$ cat config.mk
export PLATFORM = sky130hd
export DESIGN_NAME = deadline_timer_table
export DESIGN_NICKNAME = d
export VERILOG_FILES = /design/src/rtl/core/dtt_pkg.sv /design/src/rtl/core/dtt_alu.sv /design/src/rtl/core/dtt_store.sv /design/src/rtl/core/deadline_timer_table.sv
export SDC_FILE = /design/constraint.sdc
export NUM_CORES = 2
export LEC_CHECK = 0
export ABC_AREA = 1
export BUFFER_PORTS_ARGS = -buffer_cell sky130_fd_sc_hd__clkbuf_2
export CORE_UTILIZATION = 60
export CTS_CLUSTER_SIZE = 8
export DETAILED_ROUTE_END_ITERATION = 7
export GPL_ROUTABILITY_DRIVEN = 0
export HOLD_SLACK_MARGIN = 0.02
export PLACE_DENSITY = 0.75
export SLEW_MARGIN = 30
export SYNTH_ARGS = -nofsm -noshare
export SYNTH_HDL_FRONTEND = slang
export SYNTH_SLANG_ARGS = --single-unit
$ cat constraint.sdc
create_clock -name clock -period 11.6 [get_ports clock]
set_input_delay 0.58 -clock clock [delete_from_list [all_inputs] [get_ports clock]]
set_output_delay 0.58 -clock clock [all_outputs]
set_load 0.005 [all_outputs]
$ cat src/rtl/core/dtt_pkg.sv
`timescale 1ns / 1ps
`default_nettype none
// ----------------------------------------------------------------------------
// dtt_pkg
// shared types and constants of the deadline timer table
// ----------------------------------------------------------------------------
package dtt_pkg;

   localparam logic [2:0] CMD_ADD     = 3'd0;
   localparam logic [2:0] CMD_CANCEL  = 3'd1;
   localparam logic [2:0] CMD_REFRESH = 3'd2;
   localparam logic [2:0] CMD_RESET   = 3'd3;
   localparam logic [2:0] CMD_EXPIRE  = 3'd4;
   localparam logic [2:0] CMD_QUERY   = 3'd5;

   localparam logic [1:0] STS_OK        = 2'd0;
   localparam logic [1:0] STS_NOT_ARMED = 2'd1;
   localparam logic [1:0] STS_NO_FREE   = 2'd2;

   localparam logic [31:0] DEFAULT_WINDOW_MS = 32'd3600000;
   localparam logic [63:0] NONE_LEFT         = 64'hFFFF_FFFF_FFFF_FFFF;

   typedef enum logic {
      ALU_ADD = 1'b0,
      ALU_SUB = 1'b1
   } alu_op_type;

   typedef struct packed {
      logic period_we;
      logic deadline_we;
   } wr_en_type;

   typedef struct packed {
      logic [2:0]  cmd;
      logic [3:0]  slot;
      logic [31:0] period_ms;
      logic        repeat_req;
      logic        restart_now;
      logic [47:0] now_ms;
   } req_type;

   typedef struct packed {
      logic        kind;
      logic [3:0]  slot_out;
      logic [1:0]  status;
      logic [63:0] remaining_ms;
      logic        front_notice;
      logic        last;
   } rsp_type;

endpackage
`default_nettype wire

$ cat src/rtl/core/dtt_alu.sv
`timescale 1ns / 1ps
`default_nettype none
// ----------------------------------------------------------------------------
// dtt_alu
// shared 64-bit add / subtract unit with unsigned less-than flag
// ----------------------------------------------------------------------------
module dtt_alu (
   input  dtt_pkg::alu_op_type op,
   input  logic [63:0]         a,
   input  logic [63:0]         b,
   output logic [63:0]         res,
   output logic                lt
);

   logic        sub;
   logic [63:0] bb;
   logic [64:0] sum;

   assign sub = (op == dtt_pkg::ALU_SUB);
   assign bb  = sub ? ~b : b;
   assign sum = {1'b0, a} + {1'b0, bb} + {64'b0, sub};
   assign res = sum[63:0];
   // no carry out of a - b means a borrow
   assign lt  = sub && !sum[64];

endmodule
`default_nettype wire

$ cat src/rtl/core/dtt_store.sv
`timescale 1ns / 1ps
`default_nettype none
// ----------------------------------------------------------------------------
// dtt_store
// period and deadline memories, one write and one registered read port
// ----------------------------------------------------------------------------
module dtt_store #(
   parameter int NUM_SLOTS = 16,
   parameter int SW        = 4
) (
   input  logic                clock,
   input  logic                reset,
   input  dtt_pkg::wr_en_type  wr_en,
   input  logic [SW-1:0]       wr_addr,
   input  logic [31:0]         wr_period,
   input  logic [48:0]         wr_deadline,
   input  logic [SW-1:0]       rd_addr,
   output logic [31:0]         rd_period,
   output logic [48:0]         rd_deadline
);

   logic [31:0]          period_mem [NUM_SLOTS];
   logic [48:0]          deadline_mem [NUM_SLOTS];
   logic [NUM_SLOTS-1:0] pwr_ff;
   logic [31:0]          rd_period_ff;
   logic [48:0]          rd_deadline_ff;

   // unwritten periods read as zero
   always_ff @(posedge clock) begin
      if (reset) begin
         pwr_ff <= '0;
      end else if (wr_en.period_we) begin
         pwr_ff[wr_addr] <= 1'b1;
      end
   end

   always_ff @(posedge clock) begin
      if (wr_en.period_we) begin
         period_mem[wr_addr] <= wr_period;
      end
      if (wr_en.deadline_we) begin
         deadline_mem[wr_addr] <= wr_deadline;
      end
      rd_period_ff   <= pwr_ff[rd_addr] ? period_mem[rd_addr] : 32'd0;
      rd_deadline_ff <= deadline_mem[rd_addr];
   end

   assign rd_period   = rd_period_ff;
   assign rd_deadline = rd_deadline_ff;

endmodule
`default_nettype wire

$ cat src/rtl/core/deadline_timer_table.sv
`timescale 1ns / 1ps
`default_nettype none
// ----------------------------------------------------------------------------
// deadline_timer_table
// table of timer slots ordered by (deadline, slot), with expire and query
// ----------------------------------------------------------------------------
// One command is taken at a time; req_stall stays high until its last result
// has been loaded into the output register. Every scan walks the slot memory
// one slot per cycle through a single registered read port, and one shared
// 64-bit add/subtract unit does every time and deadline sum and compare. Cancel
// and undefined commands go straight to the finish step; add, refresh, reset
// and query scan the table first; an expire checks for rollover, runs one scan
// to build its due set, then scans again for each timer it fires and once more
// to find none left. Results can wait on an output stall. No clearing pass
// after reset: unwritten periods read as zero through valid bits.
// ----------------------------------------------------------------------------
module deadline_timer_table #(
   parameter int NUM_SLOTS = 16
) (
   input  logic             clock,
   input  logic             reset,
   input  logic             req_valid,
   output logic             req_stall,
   input  dtt_pkg::req_type req_data,
   output logic             rsp_valid,
   input  logic             rsp_stall,
   output dtt_pkg::rsp_type rsp_data,
   input  logic             csr_valid,
   output logic             csr_ready,
   input  logic [31:0]      csr_data
);

   localparam int SW  = (NUM_SLOTS > 1) ? $clog2(NUM_SLOTS) : 1;
   localparam int CW  = $clog2(NUM_SLOTS + 1);
   localparam int SXW = (SW > 4) ? SW : 4;

   typedef enum logic [9:0] {
      ST_IDLE   = 10'b00_0000_0001,
      ST_SCAN   = 10'b00_0000_0010,
      ST_ROLL_A = 10'b00_0000_0100,
      ST_ROLL_B = 10'b00_0000_1000,
      ST_ROLL_C = 10'b00_0001_0000,
      ST_FIN_A  = 10'b00_0010_0000,
      ST_FIN_B  = 10'b00_0100_0000,
      ST_FIN_C  = 10'b00_1000_0000,
      ST_FIRE   = 10'b01_0000_0000,
      ST_EMIT   = 10'b10_0000_0000
   } state_type;

   // control state
   state_type            state_ff, state_in;
   logic [31:0]          win_ff, win_in;
   logic [47:0]          prev_ff, prev_in;
   logic                 notified_ff, notified_in;
   logic [NUM_SLOTS-1:0] armed_ff, armed_in;
   logic [NUM_SLOTS-1:0] repeat_ff, repeat_in;
   logic                 due_done_ff, due_done_in;
   logic [CW-1:0]        cnt_ff, cnt_in;
   logic                 pv_ff, pv_in;
   logic                 rsp_valid_ff, rsp_valid_in;

   // captured command and scan results
   logic [2:0]           cmd_ff, cmd_in;
   logic [3:0]           slot_ff, slot_in;
   logic [31:0]          per_ff, per_in;
   logic                 rep_ff, rep_in;
   logic                 fn_ff, fn_in;
   logic [47:0]          now_ff, now_in;
   logic [NUM_SLOTS-1:0] due_ff, due_in;
   logic [SW-1:0]        pidx_ff, pidx_in;
   logic                 best_found_ff, best_found_in;
   logic [48:0]          best_d_ff, best_d_in;
   logic [SW-1:0]        best_idx_ff, best_idx_in;
   logic [31:0]          best_p_ff, best_p_in;
   logic                 free_found_ff, free_found_in;
   logic [SW-1:0]        free_idx_ff, free_idx_in;
   logic [31:0]          ps_ff, ps_in;
   logic [48:0]          ds_ff, ds_in;
   logic [63:0]          tmp_ff, tmp_in;
   logic                 flag_ff, flag_in;
   logic [3:0]           rp_slot_ff, rp_slot_in;
   logic [1:0]           rp_status_ff, rp_status_in;
   logic [63:0]          rp_rem_ff, rp_rem_in;
   logic                 rp_front_ff, rp_front_in;
   dtt_pkg::rsp_type     rsp_ff, rsp_in;

   // shared unit and memory port
   dtt_pkg::alu_op_type  alu_op;
   logic [63:0]          alu_a, alu_b, alu_res;
   logic                 alu_lt;
   dtt_pkg::wr_en_type   wr_en;
   logic [SW-1:0]        wr_addr;
   logic [31:0]          wr_period;
   logic [48:0]          wr_deadline;
   logic [SW-1:0]        rd_addr;
   logic [31:0]          rd_period;
   logic [48:0]          rd_deadline;

   logic                 req_fire;
   logic                 out_free;
   logic                 scan_start;
   logic [SXW-1:0]       slot_x;
   logic [SW-1:0]        s_idx;
   logic                 slot_ok;
   logic                 s_armed;
   logic                 due_pass;
   logic                 cand;
   logic                 before_best;
   logic [SW-1:0]        tgt_idx;

   dtt_alu u_alu (
      .op  (alu_op),
      .a   (alu_a),
      .b   (alu_b),
      .res (alu_res),
      .lt  (alu_lt)
   );

   dtt_store #(
      .NUM_SLOTS (NUM_SLOTS),
      .SW        (SW)
   ) u_store (
      .clock       (clock),
      .reset       (reset),
      .wr_en       (wr_en),
      .wr_addr     (wr_addr),
      .wr_period   (wr_period),
      .wr_deadline (wr_deadline),
      .rd_addr     (rd_addr),
      .rd_period   (rd_period),
      .rd_deadline (rd_deadline)
   );

   // handshakes
   assign req_stall = (state_ff != ST_IDLE);
   assign req_fire  = req_valid && !req_stall;
   assign out_free  = !rsp_valid_ff || !rsp_stall;
   assign csr_ready = 1'b1;
   assign rsp_valid = rsp_valid_ff;
   assign rsp_data  = rsp_ff;

   // addressed slot, out of range counts as not armed
   assign slot_x  = SXW'(slot_ff);
   assign s_idx   = slot_x[SW-1:0];
   assign slot_ok = (32'(slot_x) < NUM_SLOTS);
   assign s_armed = slot_ok && armed_ff[s_idx];

   // first expire pass builds the due set, later passes pick from it
   assign due_pass = (cmd_ff == dtt_pkg::CMD_EXPIRE) && !due_done_ff;
   assign cand = (cmd_ff == dtt_pkg::CMD_EXPIRE) ? due_ff[pidx_ff] :
                 (armed_ff[pidx_ff] &&
                  !((cmd_ff == dtt_pkg::CMD_RESET) && (pidx_ff == s_idx)));

   // rearmed slot is compared against the best of the others
   assign tgt_idx = (cmd_ff == dtt_pkg::CMD_ADD) ? free_idx_ff : s_idx;
   assign before_best = !best_found_ff || alu_lt ||
                        ((alu_res == 64'd0) && (tgt_idx < best_idx_ff));

   always_comb begin
      state_in      = state_ff;
      win_in        = win_ff;
      prev_in       = prev_ff;
      notified_in   = notified_ff;
      armed_in      = armed_ff;
      repeat_in     = repeat_ff;
      due_done_in   = due_done_ff;
      cnt_in        = cnt_ff;
      pv_in         = pv_ff;
      cmd_in        = cmd_ff;
      slot_in       = slot_ff;
      per_in        = per_ff;
      rep_in        = rep_ff;
      fn_in         = fn_ff;
      now_in        = now_ff;
      due_in        = due_ff;
      pidx_in       = pidx_ff;
      best_found_in = best_found_ff;
      best_d_in     = best_d_ff;
      best_idx_in   = best_idx_ff;
      best_p_in     = best_p_ff;
      free_found_in = free_found_ff;
      free_idx_in   = free_idx_ff;
      ps_in         = ps_ff;
      ds_in         = ds_ff;
      tmp_in        = tmp_ff;
      flag_in       = flag_ff;
      rp_slot_in    = rp_slot_ff;
      rp_status_in  = rp_status_ff;
      rp_rem_in     = rp_rem_ff;
      rp_front_in   = rp_front_ff;
      rsp_in        = rsp_ff;
      rsp_valid_in  = rsp_valid_ff && rsp_stall;
      alu_op        = dtt_pkg::ALU_SUB;
      alu_a         = 64'd0;
      alu_b         = 64'd0;
      wr_en         = '0;
      wr_addr       = s_idx;
      wr_period     = per_ff;
      wr_deadline   = alu_res[48:0];
      rd_addr       = (cnt_ff < CW'(NUM_SLOTS)) ? cnt_ff[SW-1:0] : '0;
      scan_start    = 1'b0;

      if (csr_valid) begin
         win_in = csr_data;
      end

      unique case (state_ff)
         ST_IDLE: begin
            if (req_fire) begin
               cmd_in  = req_data.cmd;
               slot_in = req_data.slot;
               per_in  = req_data.period_ms;
               rep_in  = req_data.repeat_req;
               fn_in   = req_data.restart_now;
               now_in  = req_data.now_ms;
               unique case (req_data.cmd)
                  dtt_pkg::CMD_ADD, dtt_pkg::CMD_REFRESH,
                  dtt_pkg::CMD_RESET, dtt_pkg::CMD_QUERY: begin
                     state_in   = ST_SCAN;
                     scan_start = 1'b1;
                  end
                  dtt_pkg::CMD_EXPIRE: begin
                     state_in    = ST_ROLL_A;
                     due_done_in = 1'b0;
                  end
                  default: begin
                     state_in = ST_FIN_A;
                  end
               endcase
            end
         end

         ST_SCAN: begin
            // address stage
            if (cnt_ff < CW'(NUM_SLOTS)) begin
               cnt_in  = cnt_ff + CW'(1);
               pv_in   = 1'b1;
               pidx_in = cnt_ff[SW-1:0];
            end else begin
               pv_in = 1'b0;
            end
            // data stage
            if (due_pass) begin
               alu_a = {16'd0, now_ff};
               alu_b = {15'd0, rd_deadline};
            end else begin
               alu_a = {15'd0, rd_deadline};
               alu_b = {15'd0, best_d_ff};
            end
            if (pv_ff) begin
               if (pidx_ff == s_idx) begin
                  ps_in = rd_period;
                  ds_in = rd_deadline;
               end
               if (!armed_ff[pidx_ff] && !free_found_ff) begin
                  free_found_in = 1'b1;
                  free_idx_in   = pidx_ff;
               end
               if (due_pass) begin
                  due_in[pidx_ff] = armed_ff[pidx_ff] && (flag_ff || !alu_lt);
               end else if (cand && (!best_found_ff || alu_lt)) begin
                  // ascending slots, so a tie keeps the lower slot
                  best_found_in = 1'b1;
                  best_d_in     = rd_deadline;
                  best_idx_in   = pidx_ff;
                  best_p_in     = rd_period;
               end
               if (pidx_ff == SW'(NUM_SLOTS - 1)) begin
                  if (cmd_ff == dtt_pkg::CMD_EXPIRE) begin
                     if (due_pass) begin
                        due_done_in = 1'b1;
                        scan_start  = 1'b1;
                     end else if (best_found_in) begin
                        state_in = ST_FIRE;
                     end else begin
                        rp_slot_in   = 4'd0;
                        rp_status_in = dtt_pkg::STS_OK;
                        rp_rem_in    = 64'd0;
                        rp_front_in  = 1'b0;
                        state_in     = ST_EMIT;
                     end
                  end else begin
                     state_in = ST_FIN_A;
                  end
               end
            end
         end

         // rollover: prev > window and now < prev - window
         ST_ROLL_A: begin
            alu_a    = {32'd0, win_ff};
            alu_b    = {16'd0, prev_ff};
            flag_in  = alu_lt;
            state_in = ST_ROLL_B;
         end

         ST_ROLL_B: begin
            alu_a    = {16'd0, prev_ff};
            alu_b    = {32'd0, win_ff};
            tmp_in   = alu_res;
            state_in = ST_ROLL_C;
         end

         ST_ROLL_C: begin
            alu_a      = {16'd0, now_ff};
            alu_b      = tmp_ff;
            flag_in    = flag_ff && alu_lt;
            prev_in    = now_ff;
            state_in   = ST_SCAN;
            scan_start = 1'b1;
         end

         ST_FIN_A: begin
            rp_slot_in   = slot_ff;
            rp_status_in = dtt_pkg::STS_OK;
            rp_rem_in    = 64'd0;
            rp_front_in  = 1'b0;
            state_in     = ST_EMIT;
            unique case (cmd_ff)
               dtt_pkg::CMD_ADD: begin
                  rp_slot_in = 4'd0;
                  if (!free_found_ff) begin
                     rp_status_in = dtt_pkg::STS_NO_FREE;
                  end else begin
                     alu_op   = dtt_pkg::ALU_ADD;
                     alu_a    = {16'd0, now_ff};
                     alu_b    = {32'd0, per_ff};
                     tmp_in   = {15'd0, alu_res[48:0]};
                     state_in = ST_FIN_B;
                  end
               end
               dtt_pkg::CMD_CANCEL: begin
                  if (s_armed) begin
                     armed_in[s_idx] = 1'b0;
                  end else begin
                     rp_status_in = dtt_pkg::STS_NOT_ARMED;
                  end
               end
               dtt_pkg::CMD_REFRESH: begin
                  alu_op = dtt_pkg::ALU_ADD;
                  alu_a  = {16'd0, now_ff};
                  alu_b  = {32'd0, ps_ff};
                  if (s_armed) begin
                     wr_en.deadline_we = 1'b1;
                  end else begin
                     rp_status_in = dtt_pkg::STS_NOT_ARMED;
                  end
               end
               dtt_pkg::CMD_RESET: begin
                  alu_a = {15'd0, ds_ff};
                  alu_b = {32'd0, ps_ff};
                  if (slot_ok && (per_ff == ps_ff) && !fn_ff) begin
                     rp_status_in = dtt_pkg::STS_OK;
                  end else if (!s_armed) begin
                     rp_status_in = dtt_pkg::STS_NOT_ARMED;
                  end else begin
                     // start point: now, or deadline minus old period
                     tmp_in   = fn_ff ? {16'd0, now_ff} : {15'd0, alu_res[48:0]};
                     state_in = ST_FIN_B;
                  end
               end
               dtt_pkg::CMD_QUERY: begin
                  rp_slot_in  = 4'd0;
                  notified_in = 1'b0;
                  alu_a       = {15'd0, best_d_ff};
                  alu_b       = {16'd0, now_ff};
                  if (!best_found_ff) begin
                     rp_rem_in = dtt_pkg::NONE_LEFT;
                  end else if (alu_lt || (alu_res == 64'd0)) begin
                     rp_rem_in = 64'd0;
                  end else begin
                     rp_rem_in = alu_res;
                  end
               end
               default: begin
                  rp_slot_in = 4'd0;
               end
            endcase
         end

         ST_FIN_B: begin
            state_in          = ST_FIN_C;
            wr_en.period_we   = 1'b1;
            wr_en.deadline_we = 1'b1;
            if (cmd_ff == dtt_pkg::CMD_ADD) begin
               wr_addr               = free_idx_ff;
               wr_deadline           = tmp_ff[48:0];
               armed_in[free_idx_ff]  = 1'b1;
               repeat_in[free_idx_ff] = rep_ff;
            end else begin
               alu_op      = dtt_pkg::ALU_ADD;
               alu_a       = tmp_ff;
               alu_b       = {32'd0, per_ff};
               wr_deadline = alu_res[48:0];
               tmp_in      = {15'd0, alu_res[48:0]};
            end
         end

         ST_FIN_C: begin
            alu_a        = tmp_ff;
            alu_b        = {15'd0, best_d_ff};
            rp_status_in = dtt_pkg::STS_OK;
            rp_slot_in   = (cmd_ff == dtt_pkg::CMD_ADD) ? 4'(free_idx_ff) : slot_ff;
            rp_front_in  = before_best && !notified_ff;
            if (before_best) begin
               notified_in = 1'b1;
            end
            state_in = ST_EMIT;
         end

         ST_FIRE: begin
            alu_op = dtt_pkg::ALU_ADD;
            alu_a  = {16'd0, now_ff};
            alu_b  = {32'd0, best_p_ff};
            if (out_free) begin
               rsp_valid_in          = 1'b1;
               rsp_in.kind           = 1'b1;
               rsp_in.slot_out       = 4'(best_idx_ff);
               rsp_in.status         = dtt_pkg::STS_OK;
               rsp_in.remaining_ms   = 64'd0;
               rsp_in.front_notice   = 1'b0;
               rsp_in.last           = 1'b0;
               due_in[best_idx_ff]   = 1'b0;
               wr_addr               = best_idx_ff;
               if (repeat_ff[best_idx_ff]) begin
                  wr_en.deadline_we = 1'b1;
               end else begin
                  armed_in[best_idx_ff] = 1'b0;
               end
               state_in   = ST_SCAN;
               scan_start = 1'b1;
            end
         end

         ST_EMIT: begin
            if (out_free) begin
               rsp_valid_in        = 1'b1;
               rsp_in.kind         = 1'b0;
               rsp_in.slot_out     = rp_slot_ff;
               rsp_in.status       = rp_status_ff;
               rsp_in.remaining_ms = rp_rem_ff;
               rsp_in.front_notice = rp_front_ff;
               rsp_in.last         = 1'b1;
               state_in            = ST_IDLE;
            end
         end

         default: begin
            state_in = ST_IDLE;
         end
      endcase

      if (scan_start) begin
         cnt_in        = '0;
         pv_in         = 1'b0;
         best_found_in = 1'b0;
         free_found_in = 1'b0;
      end
   end

   // control registers
   always_ff @(posedge clock) begin
      if (reset) begin
         state_ff     <= ST_IDLE;
         win_ff       <= dtt_pkg::DEFAULT_WINDOW_MS;
         prev_ff      <= 48'd0;
         notified_ff  <= 1'b0;
         armed_ff     <= '0;
         repeat_ff    <= '0;
         due_done_ff  <= 1'b0;
         cnt_ff       <= '0;
         pv_ff        <= 1'b0;
         rsp_valid_ff <= 1'b0;
      end else begin
         state_ff     <= state_in;
         win_ff       <= win_in;
         prev_ff      <= prev_in;
         notified_ff  <= notified_in;
         armed_ff     <= armed_in;
         repeat_ff    <= repeat_in;
         due_done_ff  <= due_done_in;
         cnt_ff       <= cnt_in;
         pv_ff        <= pv_in;
         rsp_valid_ff <= rsp_valid_in;
      end
   end

   // payload registers
   always_ff @(posedge clock) begin
      cmd_ff        <= cmd_in;
      slot_ff       <= slot_in;
      per_ff        <= per_in;
      rep_ff        <= rep_in;
      fn_ff         <= fn_in;
      now_ff        <= now_in;
      due_ff        <= due_in;
      pidx_ff       <= pidx_in;
      best_found_ff <= best_found_in;
      best_d_ff     <= best_d_in;
      best_idx_ff   <= best_idx_in;
      best_p_ff     <= best_p_in;
      free_found_ff <= free_found_in;
      free_idx_ff   <= free_idx_in;
      ps_ff         <= ps_in;
      ds_ff         <= ds_in;
      tmp_ff        <= tmp_in;
      flag_ff       <= flag_in;
      rp_slot_ff    <= rp_slot_in;
      rp_status_ff  <= rp_status_in;
      rp_rem_ff     <= rp_rem_in;
      rp_front_ff   <= rp_front_in;
      rsp_ff        <= rsp_in;
   end

`ifndef SYNTHESIS
   // an accepted command always leaves idle
   a_busy_after_accept: assert property (@(posedge clock) disable iff (reset)
      req_fire |=> (state_ff != ST_IDLE))
      else $error("command accepted but sequencer stayed idle");

   // the memories are never written under a running scan
   a_no_write_in_scan: assert property (@(posedge clock) disable iff (reset)
      (state_ff == ST_SCAN) |-> (!wr_en.period_we && !wr_en.deadline_we))
      else $error("memory write during scan");

   // read data in flight always belongs to a real slot
   a_pidx_range: assert property (@(posedge clock) disable iff (reset)
      pv_ff |-> (32'(pidx_ff) < NUM_SLOTS))
      else $error("scan index beyond table");

   // a new transfer is only loaded from a report or reply step
   a_load_source: assert property (@(posedge clock) disable iff (reset)
      $rose(rsp_valid_ff) |-> ($past(state_ff) == ST_FIRE || $past(state_ff) == ST_EMIT))
      else $error("output loaded outside a result step");
`endif

endmodule
`default_nettype wire

### After elaboration in Yosys (flattened, before gate mapping)

Memories as Yosys holds them, arrays and structs flattened. A register that Yosys moved wholly into a read port is not among the register bits.
Cells that the tools add are included.

| operators by class | value |
|---|---|
| divide/modulo/power cells | 0 |
| equal/unequal tests | 45 |
| reduce and logical (&&, ||, !) cells | 71 |
| multipliers | 0 |
| $add $sub $neg | 3 |
| mux-type cells | 146 |
| $lt $le $gt $ge | 13 |
| bitwise operators | 9 |
| shifts and indexed selects | 0 |

Operator list:

| cell | number |
|---|---|
| 64-bit 2-to-1 mux | 14 |
| 64-bit case mux with 8 select lines | 1 |
| 64-bit case mux with 7 select lines | 1 |
| 64-bit case mux with 2 select lines | 2 |
| 49-bit 2-to-1 mux | 5 |
| 49-bit case mux with 4 select lines | 1 |
| 64-bit case mux with 3 select lines | 1 |
| 73-bit 2-to-1 mux | 2 |
| 73-bit case mux with 2 select lines | 1 |
| 48-bit case mux with 3 select lines | 1 |
| 16-bit 2-to-1 mux | 8 |
| 10-bit 2-to-1 mux | 11 |
| 10-bit case mux with 10 select lines | 1 |
| 64-bit by 64-bit adder with 65-bit output | 1 |
| 65-bit by 1-bit adder with 65-bit output | 1 |
| 64-bit zero test | 1 |
| 32-bit 2-to-1 mux | 2 |
| 64-bit NOT | 1 |
| 1-bit 2-to-1 mux | 50 |
| 16-bit bitwise AND | 3 |
| 48-bit 2-to-1 mux | 1 |
| 16-bit case mux with 3 select lines | 1 |
| 4-bit 2-to-1 mux | 9 |
| 16-bit bitwise mux | 2 |
| other kinds (54) | 166 |

| word-level totals | value |
|---|---|
| memories | 2 |
| latch bits | 0 |
| word-level logic and storage cells | 328 |
| input bits | 126 |
| bits in registers | 637 |
| output and inout port bits | 76 |
| memory bits (read-only) | 0 |
| memory bits (writable) | 1,296 |

Memory list:

| memory | words | width | rd ports | clocked after memory_dff | wr ports | line | source |
|---|---|---|---|---|---|---|---|
| u_store.deadline_mem | 16 | 49 | 1 | 1 | 1 | dtt_store.sv:23 | `logic [48:0] deadline_mem [NUM_SLOTS];` |
| u_store.period_mem | 16 | 32 | 1 | 1 | 1 | dtt_store.sv:22 | `logic [31:0] period_mem [NUM_SLOTS];` |

### Logic depth before layout (Yosys ltp)

| depth | value |
|---|---|
| depth after elaboration | 22 |
| mapped depth | 40 |
| depth with buffers taken out | 39 |

### Hierarchy

A second synthesis with hierarchy kept.

| unflattened totals | value |
|---|---|
| cell total of the unflattened synthesis | 9,211 |
| area total of the unflattened synthesis | 91,880.6 µm² |

By module, submodules not included:

| module | cells an instance | instances | area each (µm²) | seq. area each (µm²) |
|---|---|---|---|---|
| dtt_store | 4,652 | 1 | 55,543.3 | 40,859.2 |
| deadline_timer_table | 3,375 | 1 | 30,297.8 | 17,316.6 |
| dtt_alu | 1,184 | 1 | 6,039.5 | 0.0 |

### Least setup slack after synthesis

No wires, ideal clock.

| timing path | value |
|---|---|
| path type | reg-to-reg |
| start | reg state_ff[6] |
| end | reg best_d_ff[0], enable pin |
| setup slack | 3,764 ps |
| stages on the path, launching flop included | 29 |
| required time | 11,069 ps |
| clock period less this slack | 7,836 ps |
| path buffers | 2 |
| arrival time | 7,305 ps |
| setup time | 531 ps |
| path through | dfxtp_1 > nor2_1 > nand2_2 > nor2_1 > nand2_1 > nor2_1 > clkbuf_1 > buf_1 > nand2_1 > o2111ai_1 > xor2_1 > ha_1 > nand2_1 > inv_1 > a21oi_1 > nor2_1 > nor2_1 > nand2_1 > nand2_1 > nand3_1 > nand2_1 > nand2_1 > nand3_1 > nand2_1 > nand4_1 > nand4_1 > nand2_1 > inv_1 > nor2_1 |

| between the ends | value |
|---|---|
| cells in the longest elaborated chain, start to end | 11 |
| elaborated cells between the ends (all ways) | 21 |
| classes of those cells | add/sub: 2; eq/ne: 8; mux: 4; bitwise: 1; reduce/logical: 6 |

RTL lines:

| element | line | source |
|---|---|---|
| start, declared | deadline_timer_table.sv:51 | `state_type state_ff, state_in;` |
| start signal, assigned | deadline_timer_table.sv:475 | `state_ff <= state_in;` |
| 10-bit by 9-bit equality test with 1-bit output, or another cell as far along | deadline_timer_table.sv:207 | `unique case (state_ff)` |
| 64-bit case mux with 8 select lines | deadline_timer_table.sv:207 |  |
| 64-bit NOT | dtt_alu.sv:20 | `assign bb = sub ? ~b : b;` |
| 64-bit 2-to-1 mux | dtt_alu.sv:20 |  |
| 64-bit by 64-bit adder with 65-bit output | dtt_alu.sv:21 | `assign sum = {1'b0, a} + {1'b0, bb} + {64'b0, sub};` |
| 65-bit by 1-bit adder with 65-bit output | dtt_alu.sv:21 |  |
| 1-bit zero test | dtt_alu.sv:24 | `assign lt = sub && !sum[64];` |
| 1-bit logical AND | dtt_alu.sv:24 |  |
| 1-bit logical OR | deadline_timer_table.sv:261 | `end else if (cand && (!best_found_ff \|\| alu_lt)) begin` |
| 1-bit logical AND | deadline_timer_table.sv:261 |  |
| 4-bit AND reduction (no line) * | - |  |
| end signal, assigned | deadline_timer_table.sv:499 | `best_d_ff <= best_d_in;` |
| end, declared | deadline_timer_table.sv:72 | `logic [48:0] best_d_ff, best_d_in;` |

Mark *: on every way between the ends. The rest lies on a longest branch, timed or not.
A chain may end at the register's enable or synchronous reset.

### Worst setup path after layout

| timing path | value |
|---|---|
| start | reg cmd_ff[0] |
| end | reg best_p_ff[4], enable pin |

| between the ends | value |
|---|---|
| cells in the longest elaborated chain, start to end | 13 |
| elaborated cells between the ends (all ways) | 32 |
| classes of those cells | add/sub: 2; eq/ne: 4; mux: 13; bitwise: 2; reduce/logical: 11 |

RTL lines:

| element | line | source |
|---|---|---|
| start, declared | deadline_timer_table.sv:63 | `logic [2:0] cmd_ff, cmd_in;` |
| start signal, assigned | deadline_timer_table.sv:490 | `cmd_ff <= cmd_in;` |
| 3-bit by 2-bit equality test with 1-bit output, or another cell as far along | deadline_timer_table.sv:152, deadline_timer_table.sv:319 |  |
| 2-bit OR reduction (no line) or 1-bit logical AND (tied branches) | - |  |
| 48-bit case mux with 3 select lines or 49-bit 2-to-1 mux (tied branches) | deadline_timer_table.sv:319, deadline_timer_table.sv:243 |  |
| 64-bit case mux with 8 select lines | deadline_timer_table.sv:207 |  |
| 64-bit NOT | dtt_alu.sv:20 |  |
| 64-bit 2-to-1 mux | dtt_alu.sv:20 |  |
| 64-bit by 64-bit adder with 65-bit output | dtt_alu.sv:21 |  |
| 65-bit by 1-bit adder with 65-bit output | dtt_alu.sv:21 |  |
| 1-bit zero test | dtt_alu.sv:24 |  |
| 1-bit logical AND | dtt_alu.sv:24 |  |
| 1-bit logical OR | deadline_timer_table.sv:261 |  |
| 1-bit logical AND | deadline_timer_table.sv:261 |  |
| 4-bit AND reduction (no line) * | - |  |
| end signal, assigned | deadline_timer_table.sv:501 | `best_p_ff <= best_p_in;` |
| end, declared | deadline_timer_table.sv:74 | `logic [31:0] best_p_ff, best_p_in;` |

Marked as above.

==> key figures <==
Detailed routing
  • Drt wl/cell: 27.0 um
  • Post-route ant nets: 0
  • Vias: 70900
  • Initial DRC count: 12200
  • Drt first pass iters: 8
  • Routed wire length: 289000 um
  • Via density: 6.61
  • # DRC: around 130

Setup path
  • Arrival time at the worst endpoint: 8.11 ns
  • Critical path data required time: ~12 ns
  • Peak per-stage delay on the critical path: 0.83 ns
  • Most frequent cell on the critical path: nand2_1
  • Startpoint types: flop
  • Critical Path Slowest Stage Cell: buf_4
  • Worst reg-to-reg setup slack: 3.99 ns
  • Critical path fanouts, max: 63
  • Worst Setup End Kind: flop
  • Critical path class: reg -> reg

Yosys
  • Ys async rst share: 0%
  • Main synth FF type: edfxtp_1
  • Post-synth EDFFs: 1784
  • Seq/Total Area, Yosys: around two thirds
  • Yosys warns: 0
  • Post-synthesis simple-gate area fraction: 13.6%
  • Yosys reg bits: 2014
  • Synth Net Count: 8503
  • Mean post-synth cell area: 10.7 um^2
  • Yosys cell types: 63
  • Post-Syn Area: 88600 um^2
  • Largest family of logic cells by synthesized area: compound AO/OA/AOI/OAI gates
  • Mux contribution to synthesized area: 0.0226%
  • Cells after Synth: around 8300
  • Compound-cell area share of the yosys netlist: 13.8%
  • Adder-cell share of the synthesized area: less than 1%
  • XOR/XNOR Fraction of Synth Area: 0.762%

Power and ir drop
  • Pwr dens: ~230 nW/um^2
  • Peak supply drop: 0.201 mV
  • Lkg Pwr: 0.0379 uW
  • Total power: 23100 uW

Clock tree
  • CTS tree: done
  • CTS clock-pin slew for the worst setup and hold paths: approximately 0.050 ns
  • Number of buffers created by CTS: between 300 and 400
  • Clk_lat worst skew: 0.92 ns
  • Root Driver: clkbuf_16
  • H-tree depth: 5
  • Clock Path Buffers: 4
  • Hold Buf Count CTS: 113
  • Clock sinks: ~2000
  • # Post-CTS Setup Buffers: 0
  • CTS resizes: 0

Placement
  • # port buffers: 200
  • DP Worst Slack: 4.46 ns
  • HPWL after DPL: approximately 170000 um

Flow run
  • MaxCap Viol Count: 0

Finish
  • Fill cells: 10000
  • Area grow syn2layout: 14.6%
  • Layout cells sized above 1: 9.00%
  • Final #Nets: 8813

Floorplan
  • I/O pins: 202
  • # rows: 140
  • CORE AREA: 146000 um^2
  • Die Y: 386 um
  • Die area: 149000 um^2
  • Initial Util: around three fifths
  • Die width: ~390 um

Run status
  • Status: finished with violations
  • Failing checks: DRC

Global routing
  • Vias in the first global route: 67700
  • Gr usage total: approximately two fifths
  • Global route overflow: 0
  • Initial antenna violation count: 12
  • Largest net degree at the start of global routing: 218
  • First-pass GRT wire length: around 420000 um

Timing
  • Final min period: around 7.6 ns
  • Slew headroom: 24.6%
  • Final Setup Violations: 0
  • Achievable frequency: 131 MHz
  • Setup WS post-layout: 3.99 ns
  • Clock Skews: 0.0769 ns
  • Fraction of the cycle the final worst path needs: around two thirds
  • Setup_tns: 0 ns
  • Final hold violation count: 0
  • Unrepaired setup endpoints after global routing: false
  • Slew Viols, Final: 0
  • Worst-Margin Slew: 1.12 ns
  • Worst hold slack: 0.0468 ns

Min path
  • Worst hold-check path type: in -> reg
[per-layer routing]
| layer | track usage, % | share of wire, % | vias up |
|---|---|---|---|
| li1 | - | - | 30300 |
| met1 | 49.4 | 35 | 33400 |
| met2 | 56.0 | 43 | 5935 |
| met3 | 13.9 | 16 | 1308 |
| met4 | 21.3 | 6.1 | 8 |
| met5 | 0 | 0.016 | - |
[worst max-delay path: cells and delay by family (launching register included)]
family	cells	cell delay (ns)
and+or+nand+nor	21	3.87
adders and majority gates	1	0.43
xor gates and xnor gates	1	0.16
AOI/OAI and AO/OA	1	0.19
DFF	1	0.57
buffers and inverters	4	1.79
[area by class of cell]
| cell class | instances | area, um^2 | share of cell area [%] |
|---|---|---|---|
| tap | 1917 | 2400 | 2.36 |
| clock inverter | 9 | 95.1 | 0.0937 |
| clock buffer | 478 | 8320 | 8.20 |
| inverter | 745 | 2830 | 2.78 |
| timing repair buffer | 474 | 3490 | 3.43 |
| antenna | 2 | 5.00 | 0.00493 |
| multi-input combinational | 5082 | 26200 | 25.8 |
| sequential | 2014 | 58200 | 57.3 |
[where the power goes]
group | total [uW] | internal [uW] | switching (uW)
Clock | 7890 | 4870 | 3020
Sequential | 9670 | 9460 | 206
Combinational | 5500 | 1210 | 4290
Total | 23100 | 15500 | 7520
[flip-flops by register name, indices dropped and copies added (netlist names), 48 cells and up]
name and count:
prev_ff 48, u_store.deadline_mem 784, u_store.rd_deadline 49, u_store.period_mem 512, rp_rem_ff 64, best_d_ff 49, rsp_data 73, tmp_ff 64
now_ff 48, ds_ff 49
[cells in the final DEF, fill, tap and decap left out, types with 136 or more instances in the layout]
| cell type | instances |
|---|---|
| clkbuf_1 | 171 |
| clkbuf_16 | 307 |
| nor2_1 | 1759 |
| clkbuf_2 | 200 |
| buf_4 | 136 |
| nand3_1 | 247 |
| inv_1 | 720 |
| dfxtp_1 | 228 |
| o311ai_0 | 234 |
| nand2_1 | 760 |
| edfxtp_1 | 1784 |
| o21ai_0 | 780 |
| a21oi_1 | 364 |
[final timing paths]
check | endpoint | cells past startpoint | start
worst max register to register | best_p_ff[4] | 28 | cmd_ff[0]
worst min-delay path | win_ff[4] | 3 | csr_data[4]
worst min register to register | best_p_ff[0] | 0 | u_store.rd_period[0]
worst max-delay path | best_p_ff[4] | 28 | cmd_ff[0]
[through the flow]
stage          cell area (um^2)  util, %  cells
6_report                 102000     69.5  10700
4_1_cts                  101000     69.4  10700
5_1_grt                  102000     69.5  10700
3_5_place_dp              91900     62.9  10100
3_3_place_gp              91700     62.8  10100
2_1_floorplan             88600        -   8309
[synth_stat cells (4+ instances only)]
| library cell | instances | area (um^2) |
|---|---|---|
| a31oi_1 | 24 | 150 |
| a22oi_1 | 8 | 60.1 |
| nand4_1 | 45 | 282 |
| o2111ai_1 | 38 | 333 |
| o311ai_0 | 234 | 2050 |
| o21a_1 | 26 | 195 |
| buf_6 | 7 | 78.8 |
| clkinv_1 | 9 | 33.8 |
| o221ai_1 | 35 | 307 |
| xor2_1 | 52 | 455 |
| nand3b_1 | 23 | 173 |
| buf_1 | 62 | 233 |
| or2_2 | 6 | 37.5 |
| a211oi_1 | 31 | 233 |
| dfxtp_1 | 230 | 4600 |
| ha_1 | 67 | 838 |
| nor2_4 | 4 | 45.0 |
| nor4_1 | 25 | 156 |
| inv_1 | 726 | 2730 |
| o22ai_1 | 133 | 832 |
| a221oi_1 | 105 | 920 |
| nand2_2 | 15 | 93.8 |
| o21ai_0 | 793 | 3970 |
| nor3_1 | 35 | 175 |
| o211ai_1 | 33 | 248 |
| a21oi_1 | 365 | 1830 |
| inv_2 | 9 | 33.8 |
| edfxtp_1 | 1784 | 53600 |
| o32ai_1 | 94 | 823 |
| nand2_1 | 766 | 2880 |
| a21o_1 | 9 | 67.6 |
| nor2_1 | 1799 | 6750 |
| xnor2_1 | 25 | 219 |
| clkbuf_1 | 396 | 1490 |
| nand3_1 | 249 | 1250 |
[cell families (layout without fill, tap and decap cells)]
kind of cell,count (synthesis),after routing
compound gates,1950,1950
xor+xnor,77,77
fa+ha+maj,68,68
buf+inv,1213,1706
flops,2014,2014
mux,2,2
other cells,1,3
simple gates,2984,2984
(Power assumes the default switching activity.)
